$ cat config.mk
export PLATFORM = sky130hd
export DESIGN_NAME = sha1_stream_hasher_flat
export DESIGN_NICKNAME = d
export VERILOG_FILES = /design/src/rtl/sha1s_pkg.sv /design/src/rtl/sha1s_in_if.sv /design/src/rtl/sha1s_out_if.sv /design/src/rtl/sha1s_msg_buf.sv /design/src/rtl/sha1s_round.sv /design/src/rtl/sha1_stream_hasher.sv /design/src/flat_wrapper.sv
export SDC_FILE = /design/constraint.sdc
export NUM_CORES = 2
export LEC_CHECK = 0
export BUFFER_PORTS_ARGS = -buffer_cell sky130_fd_sc_hd__buf_4
export CAP_MARGIN = 40
export CORE_AREA = 2 2 488 296
export DETAILED_ROUTE_END_ITERATION = 6
export DIE_AREA = 0 0 490 298
export HOLD_SLACK_MARGIN = 0.03
export PLACE_DENSITY = 0.57
export SETUP_SLACK_MARGIN = 0.02
export SLEW_MARGIN = 10
export SYNTH_ARGS = -nofsm -noshare
export SYNTH_HDL_FRONTEND = slang
export SYNTH_SLANG_ARGS = --single-unit
export TNS_END_PERCENT = 1
$ cat constraint.sdc
create_clock -name clk -period 18.82 [get_ports clk]
set_input_delay 1.882 -clock clk [delete_from_list [all_inputs] [get_ports clk]]
set_output_delay 1.882 -clock clk [all_outputs]
set_load 0.03 [all_outputs]
$ cat src/rtl/sha1s_pkg.sv
`default_nettype none
package sha1s_pkg;

  // Action codes on the input channel
  localparam logic [1:0] ACT_ABSORB        = 2'd0;
  localparam logic [1:0] ACT_ABSORB_FINISH = 2'd1;
  localparam logic [1:0] ACT_FINISH        = 2'd2;

  localparam int unsigned DIGEST_WORDS = 5;
  localparam int unsigned ROUNDS       = 80;

  localparam logic [2:0] LAST_WORD_IDX = 3'd4;
  localparam logic [6:0] LAST_ROUND    = 7'd79;
  localparam logic [5:0] LAST_BYTE_POS = 6'd63;
  localparam logic [5:0] LEN_POS_LIMIT = 6'd55;

  localparam logic [7:0] PAD_BYTE = 8'h80;

  typedef logic [DIGEST_WORDS-1:0][31:0] digest_t;

  localparam digest_t SHA1_IV = {
    32'hc3d2e1f0, 32'h10325476, 32'h98badcfe, 32'hefcdab89, 32'h67452301
  };

  localparam logic [31:0] K0 = 32'h5a827999;
  localparam logic [31:0] K1 = 32'h6ed9eba1;
  localparam logic [31:0] K2 = 32'h8f1bbcdc;
  localparam logic [31:0] K3 = 32'hca62c1d6;

  // Control from the sequencer to the block buffer
  typedef struct packed {
    logic       shift;    // push one byte into the buffer
    logic       step;     // advance the schedule window by one word
    logic [7:0] byte_in;
  } buf_ctrl_t;

  // Control from the sequencer to the round unit
  typedef struct packed {
    logic       load;     // working vars <= chaining value
    logic       step;     // one compression round
    logic       fold;     // chaining value += working vars
    logic       restart;  // chaining value <= initial value
    logic [6:0] round;
  } rnd_ctrl_t;

endpackage
`default_nettype wire

$ cat src/rtl/sha1s_in_if.sv
`default_nettype none
interface sha1s_in_if;
  logic       valid;
  logic       ready;
  logic [1:0] action;
  logic [7:0] data_byte;

  modport source (output valid, output action, output data_byte, input ready);
  modport sink (input valid, input action, input data_byte, output ready);
endinterface
`default_nettype wire

$ cat src/rtl/sha1s_out_if.sv
`default_nettype none
interface sha1s_out_if;
  logic        valid;
  logic        ready;
  logic [31:0] digest_word;
  logic [2:0]  word_index;
  logic        last_word;

  modport source (output valid, output digest_word, output word_index, output last_word,
                  input ready);
  modport sink (input valid, input digest_word, input word_index, input last_word,
                output ready);
endinterface
`default_nettype wire

$ cat src/rtl/sha1s_msg_buf.sv
`default_nettype none
module sha1s_msg_buf
  import sha1s_pkg::*;
(
  input  wire logic        clk,
  input  wire buf_ctrl_t   ctl,
  output logic      [31:0] sched_word
);

  // Byte shift line; after 64 pushes entry 0 holds the first byte of the block.
  // During rounds it doubles as the 16-word schedule window.
  logic [7:0] bytes [64];

  logic [31:0] w0, w2, w8, w13, w_new, mix;

  assign w0  = {bytes[0],  bytes[1],  bytes[2],  bytes[3]};
  assign w2  = {bytes[8],  bytes[9],  bytes[10], bytes[11]};
  assign w8  = {bytes[32], bytes[33], bytes[34], bytes[35]};
  assign w13 = {bytes[52], bytes[53], bytes[54], bytes[55]};
  assign mix   = w13 ^ w8 ^ w2 ^ w0;
  assign w_new = {mix[30:0], mix[31]};

  assign sched_word = w0;

  always_ff @(posedge clk) begin
    if (ctl.shift) begin
      for (int i = 0; i < 63; i++) bytes[i] <= bytes[i+1];
      bytes[63] <= ctl.byte_in;
    end else if (ctl.step) begin
      for (int i = 0; i < 60; i++) bytes[i] <= bytes[i+4];
      bytes[60] <= w_new[31:24];
      bytes[61] <= w_new[23:16];
      bytes[62] <= w_new[15:8];
      bytes[63] <= w_new[7:0];
    end
  end

endmodule
`default_nettype wire

$ cat src/rtl/sha1s_round.sv
`default_nettype none
module sha1s_round
  import sha1s_pkg::*;
(
  input  wire logic        clk,
  input  wire logic        rst,
  input  wire rnd_ctrl_t   ctl,
  input  wire logic [31:0] sched_word,
  output digest_t          chain
);

  logic [31:0] a, b, c, d, e;
  logic [31:0] f, k, t;

  always_comb begin
    if (ctl.round < 7'd20) begin
      f = (b & c) | (~b & d);
      k = K0;
    end else if (ctl.round < 7'd40) begin
      f = b ^ c ^ d;
      k = K1;
    end else if (ctl.round < 7'd60) begin
      f = (b & c) | (b & d) | (c & d);
      k = K2;
    end else begin
      f = b ^ c ^ d;
      k = K3;
    end
    t = {a[26:0], a[31:27]} + f + e + k + sched_word;
  end

  always_ff @(posedge clk) begin
    if (ctl.load) begin
      a <= chain[0];
      b <= chain[1];
      c <= chain[2];
      d <= chain[3];
      e <= chain[4];
    end else if (ctl.step) begin
      a <= t;
      b <= a;
      c <= {b[1:0], b[31:2]};
      d <= c;
      e <= d;
    end
  end

  always_ff @(posedge clk) begin
    if (rst || ctl.restart) begin
      chain <= SHA1_IV;
    end else if (ctl.fold) begin
      chain[0] <= chain[0] + a;
      chain[1] <= chain[1] + b;
      chain[2] <= chain[2] + c;
      chain[3] <= chain[3] + d;
      chain[4] <= chain[4] + e;
    end
  end

endmodule
`default_nettype wire

$ cat src/rtl/sha1_stream_hasher.sv
// SHA-1 over a byte stream.
// Channel msg carries one item per transfer: action 0 absorbs data_byte,
// action 1 absorbs data_byte and then finishes the message, action 2
// finishes without a byte; action 3 is taken and dropped.
// Channel digest returns five transfers per finished message, word_index
// 0 to 4 in big-endian digest order, last_word set on index 4.
// An absorb that does not complete a 64-byte block leaves msg.ready high. One
// that completes a block is followed by load, 80 rounds of the single round
// unit, and the fold into the chaining value. A finish pushes the pad and
// length bytes one per cycle (64 - fill, or 128 - fill when the length does
// not fit), runs one or two compressions, then offers the five words.
// msg.ready is low from the end of an accepted item until its work and its
// digest transfers are done. While the receiver stalls, the current word
// holds on digest and nothing else moves.
// Reset loads the initial chaining value and clears the byte count and bit
// length; the block buffer needs no clearing. After the last digest word the
// same restart happens, so the next message may follow at once.
`default_nettype none
module sha1_stream_hasher
  import sha1s_pkg::*;
(
  input  wire logic  clk,
  input  wire logic  rst,
  sha1s_in_if.sink   msg,
  sha1s_out_if.source digest
);

  localparam logic [2:0] ST_IDLE  = 3'd0;
  localparam logic [2:0] ST_PAD   = 3'd1;
  localparam logic [2:0] ST_LOAD  = 3'd2;
  localparam logic [2:0] ST_ROUND = 3'd3;
  localparam logic [2:0] ST_FOLD  = 3'd4;
  localparam logic [2:0] ST_OUT   = 3'd5;

  logic [2:0]  state;
  logic [5:0]  fill;
  logic [63:0] bit_len;
  logic [6:0]  round;
  logic [2:0]  widx;
  logic        finishing;
  logic        pad_first;
  logic        len_block;

  buf_ctrl_t   buf_ctl;
  rnd_ctrl_t   rnd_ctl;
  logic [31:0] sched_word;
  digest_t     chain;

  logic        in_xfer, out_xfer, absorb;
  logic [7:0]  len_byte, pad_byte;

  assign msg.ready = (state == ST_IDLE);
  assign in_xfer   = msg.valid && msg.ready;
  assign absorb    = in_xfer && (msg.action == ACT_ABSORB || msg.action == ACT_ABSORB_FINISH);

  assign digest.valid = (state == ST_OUT);
  assign out_xfer     = digest.valid && digest.ready;
  assign digest.word_index = widx;
  assign digest.last_word  = (widx == LAST_WORD_IDX);

  always_comb begin
    case (widx)
      3'd0:    digest.digest_word = chain[0];
      3'd1:    digest.digest_word = chain[1];
      3'd2:    digest.digest_word = chain[2];
      3'd3:    digest.digest_word = chain[3];
      default: digest.digest_word = chain[4];
    endcase
  end

  // Length bytes go big-endian into positions 56..63 of the final block
  assign len_byte = 8'(bit_len >> {3'(~fill[2:0]), 3'b000});

  always_comb begin
    if (pad_first) begin
      pad_byte = PAD_BYTE;
    end else if (len_block && fill[5:3] == 3'b111) begin
      pad_byte = len_byte;
    end else begin
      pad_byte = 8'h00;
    end
  end

  always_comb begin
    buf_ctl.shift   = absorb || (state == ST_PAD);
    buf_ctl.step    = (state == ST_ROUND);
    buf_ctl.byte_in = (state == ST_PAD) ? pad_byte : msg.data_byte;

    rnd_ctl.load    = (state == ST_LOAD);
    rnd_ctl.step    = (state == ST_ROUND);
    rnd_ctl.fold    = (state == ST_FOLD);
    rnd_ctl.restart = out_xfer && (widx == LAST_WORD_IDX);
    rnd_ctl.round   = round;
  end

  always_ff @(posedge clk) begin
    if (rst) begin
      state     <= ST_IDLE;
      fill      <= '0;
      bit_len   <= '0;
      round     <= '0;
      widx      <= '0;
      finishing <= 1'b0;
      pad_first <= 1'b0;
      len_block <= 1'b0;
    end else begin
      case (state)
        ST_IDLE: begin
          if (absorb) begin
            fill      <= fill + 6'd1;
            bit_len   <= bit_len + 64'd8;
            finishing <= (msg.action == ACT_ABSORB_FINISH);
            pad_first <= (msg.action == ACT_ABSORB_FINISH);
            len_block <= 1'b0;
            if (fill == LAST_BYTE_POS) begin
              state <= ST_LOAD;
            end else if (msg.action == ACT_ABSORB_FINISH) begin
              state <= ST_PAD;
            end
          end else if (in_xfer && msg.action == ACT_FINISH) begin
            finishing <= 1'b1;
            pad_first <= 1'b1;
            len_block <= 1'b0;
            state     <= ST_PAD;
          end
        end
        ST_PAD: begin
          pad_first <= 1'b0;
          // The length fits in this block only if the pad byte lands at 55 or below
          if (pad_first) len_block <= (fill <= LEN_POS_LIMIT);
          fill <= fill + 6'd1;
          if (fill == LAST_BYTE_POS) state <= ST_LOAD;
        end
        ST_LOAD: begin
          round <= '0;
          state <= ST_ROUND;
        end
        ST_ROUND: begin
          round <= round + 7'd1;
          if (round == LAST_ROUND) state <= ST_FOLD;
        end
        ST_FOLD: begin
          if (!finishing) begin
            state <= ST_IDLE;
          end else if (len_block) begin
            widx  <= '0;
            state <= ST_OUT;
          end else begin
            // Pad-only block done: the next one carries the length
            if (!pad_first) len_block <= 1'b1;
            state <= ST_PAD;
          end
        end
        ST_OUT: begin
          if (out_xfer) begin
            if (widx == LAST_WORD_IDX) begin
              fill      <= '0;
              bit_len   <= '0;
              finishing <= 1'b0;
              len_block <= 1'b0;
              state     <= ST_IDLE;
            end else begin
              widx <= widx + 3'd1;
            end
          end
        end
        default: state <= ST_IDLE;
      endcase
    end
  end

  sha1s_msg_buf u_buf (
    .clk        (clk),
    .ctl        (buf_ctl),
    .sched_word (sched_word)
  );

  sha1s_round u_round (
    .clk        (clk),
    .rst        (rst),
    .ctl        (rnd_ctl),
    .sched_word (sched_word),
    .chain      (chain)
  );

endmodule
`default_nettype wire
$ cat src/flat_wrapper.sv
// flat-port wrapper written by rule: the top's interface ports become plain ports
module sha1_stream_hasher_flat import sha1s_pkg::*;
  (clk, rst, msg_valid, msg_action, msg_data_byte, msg_ready, digest_valid, digest_digest_word, digest_word_index, digest_last_word, digest_ready);
  sha1s_in_if msg_i ();
  sha1s_out_if digest_i ();
  input  wire logic clk;
  input  wire logic rst;
  input wire logic [$bits(msg_i.valid)-1:0] msg_valid;
  input wire logic [$bits(msg_i.action)-1:0] msg_action;
  input wire logic [$bits(msg_i.data_byte)-1:0] msg_data_byte;
  output wire logic [$bits(msg_i.ready)-1:0] msg_ready;
  output wire logic [$bits(digest_i.valid)-1:0] digest_valid;
  output wire logic [$bits(digest_i.digest_word)-1:0] digest_digest_word;
  output wire logic [$bits(digest_i.word_index)-1:0] digest_word_index;
  output wire logic [$bits(digest_i.last_word)-1:0] digest_last_word;
  input wire logic [$bits(digest_i.ready)-1:0] digest_ready;
  assign msg_i.valid = msg_valid;
  assign msg_i.action = msg_action;
  assign msg_i.data_byte = msg_data_byte;
  assign msg_ready = msg_i.ready;
  assign digest_valid = digest_i.valid;
  assign digest_digest_word = digest_i.digest_word;
  assign digest_word_index = digest_i.word_index;
  assign digest_last_word = digest_i.last_word;
  assign digest_i.ready = digest_ready;
  sha1_stream_hasher u_core (.clk(clk), .rst(rst), .msg(msg_i), .digest(digest_i));
endmodule
==> results.yml <==
die:
  die_height_um: 298
  dieArea_mm2: 0.146
  design.core.area_mm2: 0.141
  num_rows: 107
  start_util_pct: 36.9
  floorplan.io_pins: 52
  die_x_um: 490
synthesis:
  synth_top_cells_by_area: "edfxtp_1 (39%), nand2_1 (10%), dfxtp_1 (9.3%)"
  synth-xor-area-share_pct: 5.16
  yosys.cell_types.count: 85
  synthArstFlopShare_pct: 0
  synth_compound_gate_area_share_pct: 11.3
  yosysTopAreaCellShare_pct: 38.7
  proportion_of_synthesized_area_in_mux_cells_pct: 6.05
  avgSynthCellArea_um2: 9.86
  post_synth_fa_ha_maj_area_fraction_pct: 9.63
  postSynthNetCount: 5627
  yosysSeqAreaShare_pct: 48.1
  synth.largest_area_cell: "edfxtp_1"
  synth_enable_flop_cells: 672
  ys.flop_type: "edfxtp_1"
  netlist_instances: 5287
  largest_family_of_logic_cells_by_synthesized_area: "simple AND/OR/NAND/NOR gates"
  post_synth_instance_area_mm2: 0.0521
  synthSimpleGateAreaFrac_pct: 16.1
  yosysWarningCount: 0
  synth.ff_latch_count: 915
clock_network:
  worstSkewPairLatency_ns: 0.74
  cts_tree: "yes"
  hold_buffers: 0
  cts_inserted_buffers: 92
  root_buffer_selected_by_cts: "clkbuf_16"
  ctsResizeCount: 0
  clkSlewWorstSetupHoldPaths_ns: 0.06
  clockBufferDepth: 3
  post_cts_buffers: 0
  htree_num_levels: 3
  cts_sinks: 915
route:
  routed_wl_mm: 146
  vias_per_cell: 5.32
  drtPass1Iterations: 5
  routed_wire_length_per_instance_um: 20.2
  top_layer_used: "met5"
  route.detailed.drc: 0
  met1_length_mm: 74.1
  drt-initial-drc-count: 3688
  met2_length_mm: 54.9
  vias: 38500
  wl_met3_mm: 14.6
  antenna_violating_nets_post_route: 0
power_and_ir_drop:
  max-vdd-ir-drop_mv: 0.188
  finalPower_mw: 12.9
  p_leak_nw: 23.1
  power.density_cell_area_mw_per_mm2: 223
sta:
  timing.final.hold_violations: 0
  finalSetupViolations: 0
  timing.setup.tns_ns: 0
  worst_slew_margin_rel_pct: 19.7
  drv_slew: 0
  hold-worst-slack_ns: 0.488
  period_share_pct: 36.5
  period_needed_ns: 6.88
  rsz_0062_raised_after_global_routing: "false"
  clock_skew_ns: 0.0350
  fmax_ghz: 0.145
  worst-slew-pin-transition_ns: 1.20
placed_design:
  post_dp_cell_area_mm2: 0.0547
  place.port_buffers: 51
  dp.cells: 7056
  placer_congestion_estimate: 0.913
  place_hpwl_mm: 104
job:
  maxCapViolations: 0
worst_setup_path:
  critPathRequiredTime_ns: 19.24
  worst_setup_path_end_kind: "register"
  worst-endpoint-arrival_ns: 7.30
  critPathKind: "reg2reg"
  crit_path_max_fanout: 20
  timing.critical_path.from_type: "register"
hold_path:
  worst_hold_path_type: "reg2reg"
global_route:
  grtUsageTotal_pct: 19.5
  grt_first_pass_wirelength_mm: 222
  grt_antenna_before_repair: 7
  grt_remaining_overflow: 0
  grt_start_max_net_pins: 168
  number_of_global_route_vias_before_repair: 35800
final_layout:
  area.growth.synth_to_final_pct: 11.0
  drive_gt1_share_pct: 9.66
  fin_nets: 5584
  fillers: 13700
  instances_no_fill: 7230
  fin_area_mm2: 0.0578
run_status:
  run_status: "completed"
-- logic make-up (layout without fill, tap and decap cells) --
| logic type | Yosys count | in the layout |
|---|---|---|
| XOR/XNOR | 307 | 307 |
| buffers and inverters | 507 | 541 |
| other | 0 | 2 |
| flip-flops | 915 | 915 |
| multiplexers | 272 | 272 |
| AND/OR/NAND/NOR | 2021 | 2021 |
| adder cells (fa/ha/maj) | 326 | 326 |
| AO/OA/AOI/OAI | 939 | 939 |
-- cell usage in the layout (no fill, tap or decap), drive strengths merged, types with 8 or more instances in the layout --
cell type,n
nor3,30
and3,31
nand2b,38
a21oi,291
mux4,13
a221oi,20
nand2,1410
xor2,122
a22oi,69
clkinv,31
or2,9
o21bai,23
o221a,13
nor2,291
fa,125
a31oi,57
nand4,29
edfxtp,672
o21a,20
o211ai,56
a21o,88
clkbuf,123
o31ai,9
dfxtp,243
and2,12
xnor2,185
bufinv,10
a211oi,26
o21ai,207
nand3,85
and4,8
nor2b,26
buf,103
mux2i,47
ha,201
mux2,212
or3,26
inv,267
-- metrics by stage --
stage / setup WS [ns] / utilization, %
after floorplan: 2.47 / -
after global placement: 12.22 / 38.5
after detailed placement: 12.09 / 38.7
after CTS: 12.04 / 40.9
after global routing: 11.55 / 41.0
final: 11.94 / 41.0
-- worst paths after layout --
check / cells after the start / from / slack, ns / to
setup / recovery: 24 / u_core.round[4]$_SDFFE_PP0P_ / 11.94 / u_core.u_round.a[29]$_DFFE_PP_
hold / removal: 2 / u_core.fill[5]$_SDFFE_PP0P_ / 0.49 / u_core.fill[5]$_SDFFE_PP0P_
setup reg to reg: 24 / u_core.round[4]$_SDFFE_PP0P_ / 11.94 / u_core.u_round.a[29]$_DFFE_PP_
hold reg to reg: 2 / u_core.fill[5]$_SDFFE_PP0P_ / 0.49 / u_core.fill[5]$_SDFFE_PP0P_
-- critical path, cell delays in order (launching register included) --
cell      delay, ns
dfxtp_1        0.49
a41oi_1        0.28
nand2_1        0.13
buf_4          0.30
clkinv_1       0.11
buf_4          0.26
a221oi_1       0.45
fa_1           0.48
fa_1           0.50
fa_1           0.55
inv_1          0.04
ha_1           0.21
inv_1          0.07
fa_1           0.20
nor2b_1        0.06
o21a_1         0.18
o21ai_0        0.20
nor3b_1        0.48
o221a_2        0.41
a211oi_1       0.17
o211ai_1       0.35
nand2b_1       0.14
a31oi_1        0.22
xor2_1         0.17
o21ai_1        0.07
-- sequential cells by signal (all words and copies together), names as in the netlist --
| name | flops |
|---|---|
| u_core.u_round.c | 32 |
| u_core.u_round.e | 32 |
| u_core.digest.word_index | 3 |
| u_core.u_round.b | 32 |
| u_core.pad_first | 1 |
| u_core.finishing | 1 |
| u_core.state | 3 |
| u_core.bit_len | 61 |
| u_core.u_round.d | 32 |
| u_core.u_buf.bytes | 512 |
| u_core.u_round.a | 32 |
| u_core.fill | 6 |
| u_core.round | 7 |
| u_core.len_block | 1 |
| u_core.u_round.chain | 160 |
-- final cells by class --
| class | count | area, um^2 | area share (%) |
|---|---|---|---|
| antenna | 2 | 5.00 | 0.00865 |
| clock buffer | 123 | 2470 | 4.27 |
| clock inverter | 48 | 654 | 1.13 |
| inverter | 267 | 1010 | 1.74 |
| multi-input combinational | 3865 | 25200 | 43.6 |
| sequential | 915 | 25000 | 43.3 |
| tap | 1907 | 2390 | 4.12 |
| timing repair buffer | 103 | 1070 | 1.84 |
-- cell usage after synthesis, drive strengths merged, types with 5 or more instances --
| cell | number |
|---|---|
| mux2 | 212 |
| a221oi | 20 |
| nor2b | 26 |
| xor2 | 122 |
| dfxtp | 243 |
| a31oi | 57 |
| o221a | 13 |
| fa | 125 |
| mux4 | 13 |
| a211o | 5 |
| o21a | 20 |
| o21ai | 207 |
| clkbuf | 221 |
| and2 | 12 |
| a21oi | 291 |
| o31ai | 9 |
| a21boi | 5 |
| nor3 | 30 |
| xnor2 | 185 |
| a22oi | 69 |
| ha | 201 |
| nor3b | 5 |
| buf | 19 |
| or3 | 26 |
| or4 | 6 |
| nand3 | 85 |
| nand4 | 29 |
| nand2b | 38 |
| nor4 | 5 |
| and3 | 31 |
| a41oi | 6 |
| o21bai | 23 |
| o211ai | 56 |
| a211oi | 26 |
| or2 | 9 |
| nor2 | 291 |
| edfxtp | 672 |
| o41ai | 5 |
| and4 | 8 |
| mux2i | 47 |
| inv | 265 |
| a21o | 88 |
| nand2 | 1410 |
-- power by group --
part	internal, mW	switching [mW]
clock network	1.08	0.874
registers	3.61	0.705
logic	2.76	3.87
total	7.44	5.45
-- per-layer routing --
layer	vias to the layer above	GRT usage (%)
met5	-	0
met4	6	3.80
met3	168	6.57
met2	1231	24.8
met1	18800	31.2
li1	18300	-
(Power assumes the default switching activity.)
